File: src/design/pced_pkg.sv
// ----------------------------------------------------------------------------
// Path cluster editing package
// Shared types and constants for the path cluster editing solver.
// ----------------------------------------------------------------------------
package pced_pkg;

   // Number of path positions held in the weight memory.
   localparam int MAX_NODES  = 64;
   localparam int COST_BITS  = 40;
   localparam int SPLIT_BITS = 7;
   localparam int LEN_BITS   = 7;
   localparam int POS_BITS   = 6;
   localparam int IN_W_BITS  = 16;
   // Accumulator width: exact sums before saturation.
   localparam int ACC_BITS   = 64;

   localparam logic REQ_LOAD    = 1'b0;
   localparam logic REQ_COMPUTE = 1'b1;

   typedef enum logic [2:0] {
      ST_IDLE,
      ST_PREFIX,
      ST_JOIN,
      ST_CAND,
      ST_WHOLE,
      ST_EMIT
   } state_type;

   // Commands from controller to datapath.
   typedef struct packed {
      logic load_wr;    // write the request weight
      logic start;      // latch the request length
      logic prefix_init;// begin a new prefix
      logic join_step;  // add one join term
      logic cand;       // evaluate the cut candidate
      logic whole;      // evaluate whole-clique candidate
      logic emit;       // store and present the result
   } cmd_type;

   // Status from datapath to controller.
   typedef struct packed {
      logic len_zero;   // compute with empty path
      logic one_node;   // current prefix has one node
      logic join_done;  // join row finished
      logic cut_done;   // last cut index visited
      logic last_prefix;// current prefix is the full path
   } sts_type;

endpackage

File: src/design/pced_ctrl.sv
// ----------------------------------------------------------------------------
// Path cluster editing controller
// Sequences the prefix, cut and join loops of the solver.
// ----------------------------------------------------------------------------
module pced_ctrl (
   input  logic               clock,
   input  logic               reset,
   input  logic               req_valid,
   output logic               req_ready,
   input  logic               req_is_compute,
   input  logic               out_busy,
   input  pced_pkg::sts_type  sts,
   output pced_pkg::cmd_type  cmd
);

   pced_pkg::state_type state_ff, state_in;
   logic acc;

   assign acc = req_valid && req_ready;

   // Next state.
   always_comb begin
      state_in = state_ff;
      unique case (state_ff)
         pced_pkg::ST_IDLE: begin
            if (acc && req_is_compute) state_in = pced_pkg::ST_PREFIX;
         end
         pced_pkg::ST_PREFIX: begin
            if (sts.len_zero) state_in = pced_pkg::ST_IDLE;
            else if (sts.one_node) state_in = pced_pkg::ST_EMIT;
            else state_in = pced_pkg::ST_JOIN;
         end
         pced_pkg::ST_JOIN: begin
            if (sts.join_done) state_in = sts.cut_done ? pced_pkg::ST_WHOLE
                                                       : pced_pkg::ST_CAND;
         end
         pced_pkg::ST_CAND: state_in = pced_pkg::ST_JOIN;
         pced_pkg::ST_WHOLE: state_in = pced_pkg::ST_EMIT;
         pced_pkg::ST_EMIT: begin
            if (!out_busy) state_in = sts.last_prefix ? pced_pkg::ST_IDLE
                                                      : pced_pkg::ST_PREFIX;
         end
         default: state_in = pced_pkg::ST_IDLE;
      endcase
   end

   // Outputs.
   always_comb begin
      cmd = '0;
      req_ready = 1'b0;
      unique case (state_ff)
         pced_pkg::ST_IDLE: begin
            req_ready     = 1'b1;
            cmd.load_wr   = acc && !req_is_compute;
            cmd.start     = acc && req_is_compute;
         end
         pced_pkg::ST_PREFIX: begin
            cmd.prefix_init = 1'b1;
         end
         pced_pkg::ST_JOIN: cmd.join_step = 1'b1;
         pced_pkg::ST_CAND: cmd.cand = 1'b1;
         pced_pkg::ST_WHOLE: cmd.whole = 1'b1;
         pced_pkg::ST_EMIT: cmd.emit = !out_busy;
         default: ;
      endcase
   end

   always_ff @(posedge clock) begin
      if (reset) state_ff <= pced_pkg::ST_IDLE;
      else state_ff <= state_in;
   end

   assert property (@(posedge clock) disable iff (reset)
      req_ready |-> state_ff == pced_pkg::ST_IDLE) else $error("ready outside idle");
   assert property (@(posedge clock) disable iff (reset)
      cmd.emit |-> !out_busy) else $error("emit into full output");
   assert property (@(posedge clock) disable iff (reset)
      cmd.start |=> state_ff == pced_pkg::ST_PREFIX) else $error("start lost");

endmodule

File: config.mk
export PLATFORM = sky130hd
export DESIGN_NAME = pced_ctrl
export DESIGN_NICKNAME = d
export VERILOG_FILES = /design/src/design/pced_pkg.sv /design/src/design/pced_ctrl.sv
export SDC_FILE = /design/constraint.sdc
export NUM_CORES = 1
export LEC_CHECK = 0
export BUFFER_PORTS_ARGS = -buffer_cell sky130_fd_sc_hd__buf_2
export CORE_AREA = 2 2 39 41
export CTS_BUF_LIST = sky130_fd_sc_hd__clkbuf_8 sky130_fd_sc_hd__clkbuf_16
export DETAILED_ROUTE_END_ITERATION = 16
export DIE_AREA = 0 0 41 43
export GPL_ROUTABILITY_DRIVEN = 0
export PLACE_DENSITY = 0.57
export SYNTH_ARGS = -nofsm -noshare
export SYNTH_HDL_FRONTEND = slang
export SYNTH_SLANG_ARGS = --single-unit
File: constraint.sdc
create_clock -name clock -period 1.4 [get_ports clock]
set_input_delay 0.07 -clock clock [delete_from_list [all_inputs] [get_ports clock]]
set_output_delay 0.07 -clock clock [all_outputs]
set_load 0.05 [all_outputs]
==> metrics.cfg <==
[synthesis]
synth_area_um2 = 287.8
synth_edf_count = 0
syn_inst = 39
synth_area_leaders = dfxtp_1 21%, nor2_1 7.8%, nand2_1 6.5%
synth_ff_type = dfxtp_1
yosys.area.top_type = dfxtp_1
ys.warnings.count = 0
synth_seq_cells = 3
yosysTopAreaCellShare_pct = 20.87
syn_nets = 49
syn_area_per_cell_um2 = 7.379
synthArstFlopShare_pct = 0
synth_seq_area_share_pct = 20.87
yosysUniqueCellTypes = 24

[critical_path]
cpPeakStageDelay_ns = 0.32
worstReg2RegStart = state_ff[0]$_SDFFE_PP0P_
crit_start = state_ff[1]$_SDFFE_PP0P_
critical_path_class = register to output pin
worstRegToRegCells = 4
crit_chain = buf_4, nor3_4, and3_4, clkbuf_4
slowest_stage = dfxtp_1
start_kind = register
worstSetupEndpointType = output pin
cp.arrival_ns = 1.27
worstPathMaxFanout = 8
worst_ep_required_time_ns = 1.33

[global_routing]
grt_overflow_total = 0
grt_pass1_wl_um = 1242
grtUsageTotal_pct = 10.84
grt_antenna_before_repair = 0
grt_max_degree = 12
grt_pass1_vias = 305

[drt]
ant_nets = 0
routed_wl_um = 757
drcViolationCount = 0
initialDrtViolationCount = 6
avgViaCountPerCell = 4.533
wl_per_cell_um = 10.09
vias = 340
first_pass_iters = 4

[layout]
largest_registers = state_ff x3
drive_gt1_share_pct = 55.93
diodes = 0
syn_to_final_growth_pct = 63.04
register_area_um2 = 62.56
nets = 70
fill_cells = 151
final_common_cell = buf_2
largest_reg_flops = 3
stdcell_count = 75
regMostFlops = state_ff
layout_common_cells = 13 x buf_2, 5 x nor2_1, 5 x nand2_1
multi_input_area_um2 = 227.7

[clocking]
post-cts-setup-buffers = 0
cts_made_buffers = 3
cts_root_buf = clkbuf_8
clk_latency_ns = 0.22
htreeDepth = 1
cts.reportedPaths.clkPinSlew_ns = 0.03
postCtsHoldBufs = 0
clock-sinks = 3
clk_path_buf_depth = 2
tritoncts = built

[sta]
worst_pin_slew_ns = 0.2481
fin_worst_skew_ns = 0.001906
period_share_pct = 95.48
rsz0062_at_grt = false
setup_tns_ns = 0
relSlewSlack_pct = 83.58
drv_slew = 0
finalSetupViolCount = 0
hold_viol = 0
fin_crit_ns = 1.337
max_freq_mhz = 748.1

[floorplanning]
io_pins = 18
dieHeight_um = 43
core_mm2 = 0.001384
chipWidth_um = 41
rows = 14
start_util_pct = 20.80
dieArea_mm2 = 0.001763

[status]
status = completed

[placement]
post-dp-hpwl_um = 600.3
placed_cells = 71
numPortBuffers = 17

[min_path]
min_from = reset
min_path_cells = 2
hold_class = input port to register

[power]
p_leak_uw = 0.0001991
peakVddDrop_v = 0.0003030
power_density_mw_per_mm2 = 1004

[run]
maxCapViolCount = 0

-- kinds of logic after synthesis --
family / after synthesis / share of synthesized area [%]
buffers and inverters: 5 / 10.44
flip-flops: 3 / 20.87
AO/OA/AOI/OAI: 8 / 25.65
AND/OR/NAND/NOR: 23 / 43.05
-- area by class of cell --
class	instances	area share [%]
repair buffers	18	21.87
clock inverters	1	0.8000
well taps	16	4.267
multi-input cells	31	48.53
flip-flops and latches	3	13.33
inverters	3	2.400
clock buffers	3	8.800
-- through the flow --
stage / total power [uW] / worst slack (ns) / util (%) / cell area [um2] / hold slack, ns
6_report: 470.9 / 0.06327 / 33.91 / 469.2 / 0.05524
5_1_grt: 498.6 / 0.0004298 / 33.91 / 469.2 / 0.05431
4_1_cts: 475.3 / 0.02973 / 33.36 / 461.7 / 0.05433
3_5_place_dp: 222.9 / 0.07448 / 29.75 / 411.6 / 0.2854
3_3_place_gp: 222.1 / 0.09857 / 29.75 / 411.6 / 0.2773
2_1_floorplan: 191.4 / -0.2050 / - / 317.8 / 0.1379
-- timing repair --
item | in CTS | in global routing
cloned | 0 | 0
endpoints found under the setup margin | 4 | 3
hold endpoints to repair | 0 | 0
resized for setup | 3 | 3
-- where the power goes --
part	internal, uW	switching [uW]	total (uW)
clock network	187	59.7	247
logic	47.3	75.7	123
registers	90.5	10.8	101
total	325	146	471
-- worst max-delay path, delay by kind of cell, from the launching register on --
kind                   cells  cell delay [ns]
buffers and inverters      2             0.40
and+or+nand+nor            2             0.33
DFF                        1             0.32
-- synth_stat cells (all sizes together) (2+ instances only) --
library cell	n
a311oi	2
buf	2
dfxtp	3
inv	2
nand2	6
nand2b	2
nor2	7
nor3	2
nor3b	2
o21ai	3
-- layer usage --
layer / global-route usage, % / share of wire [%] / routed length (um)
met5: 0 / 0 / 0
met4: 6.000 / 0 / 0
met3: 4.712 / 6.6 / 50
met2: 16.56 / 51 / 386
met1: 11.90 / 42 / 320
-- worst paths after layout --
path                                                  to  slack, ns
worst max-delay path                              cmd[5]       0.06
worst min-delay path            state_ff[2]$_SDFFE_PP0P_       0.06
worst max register to register  state_ff[2]$_SDFFE_PP0P_       0.21
worst min register to register  state_ff[0]$_SDFFE_PP0P_       0.63
Note: power is estimated with default switching activity, not from simulation.
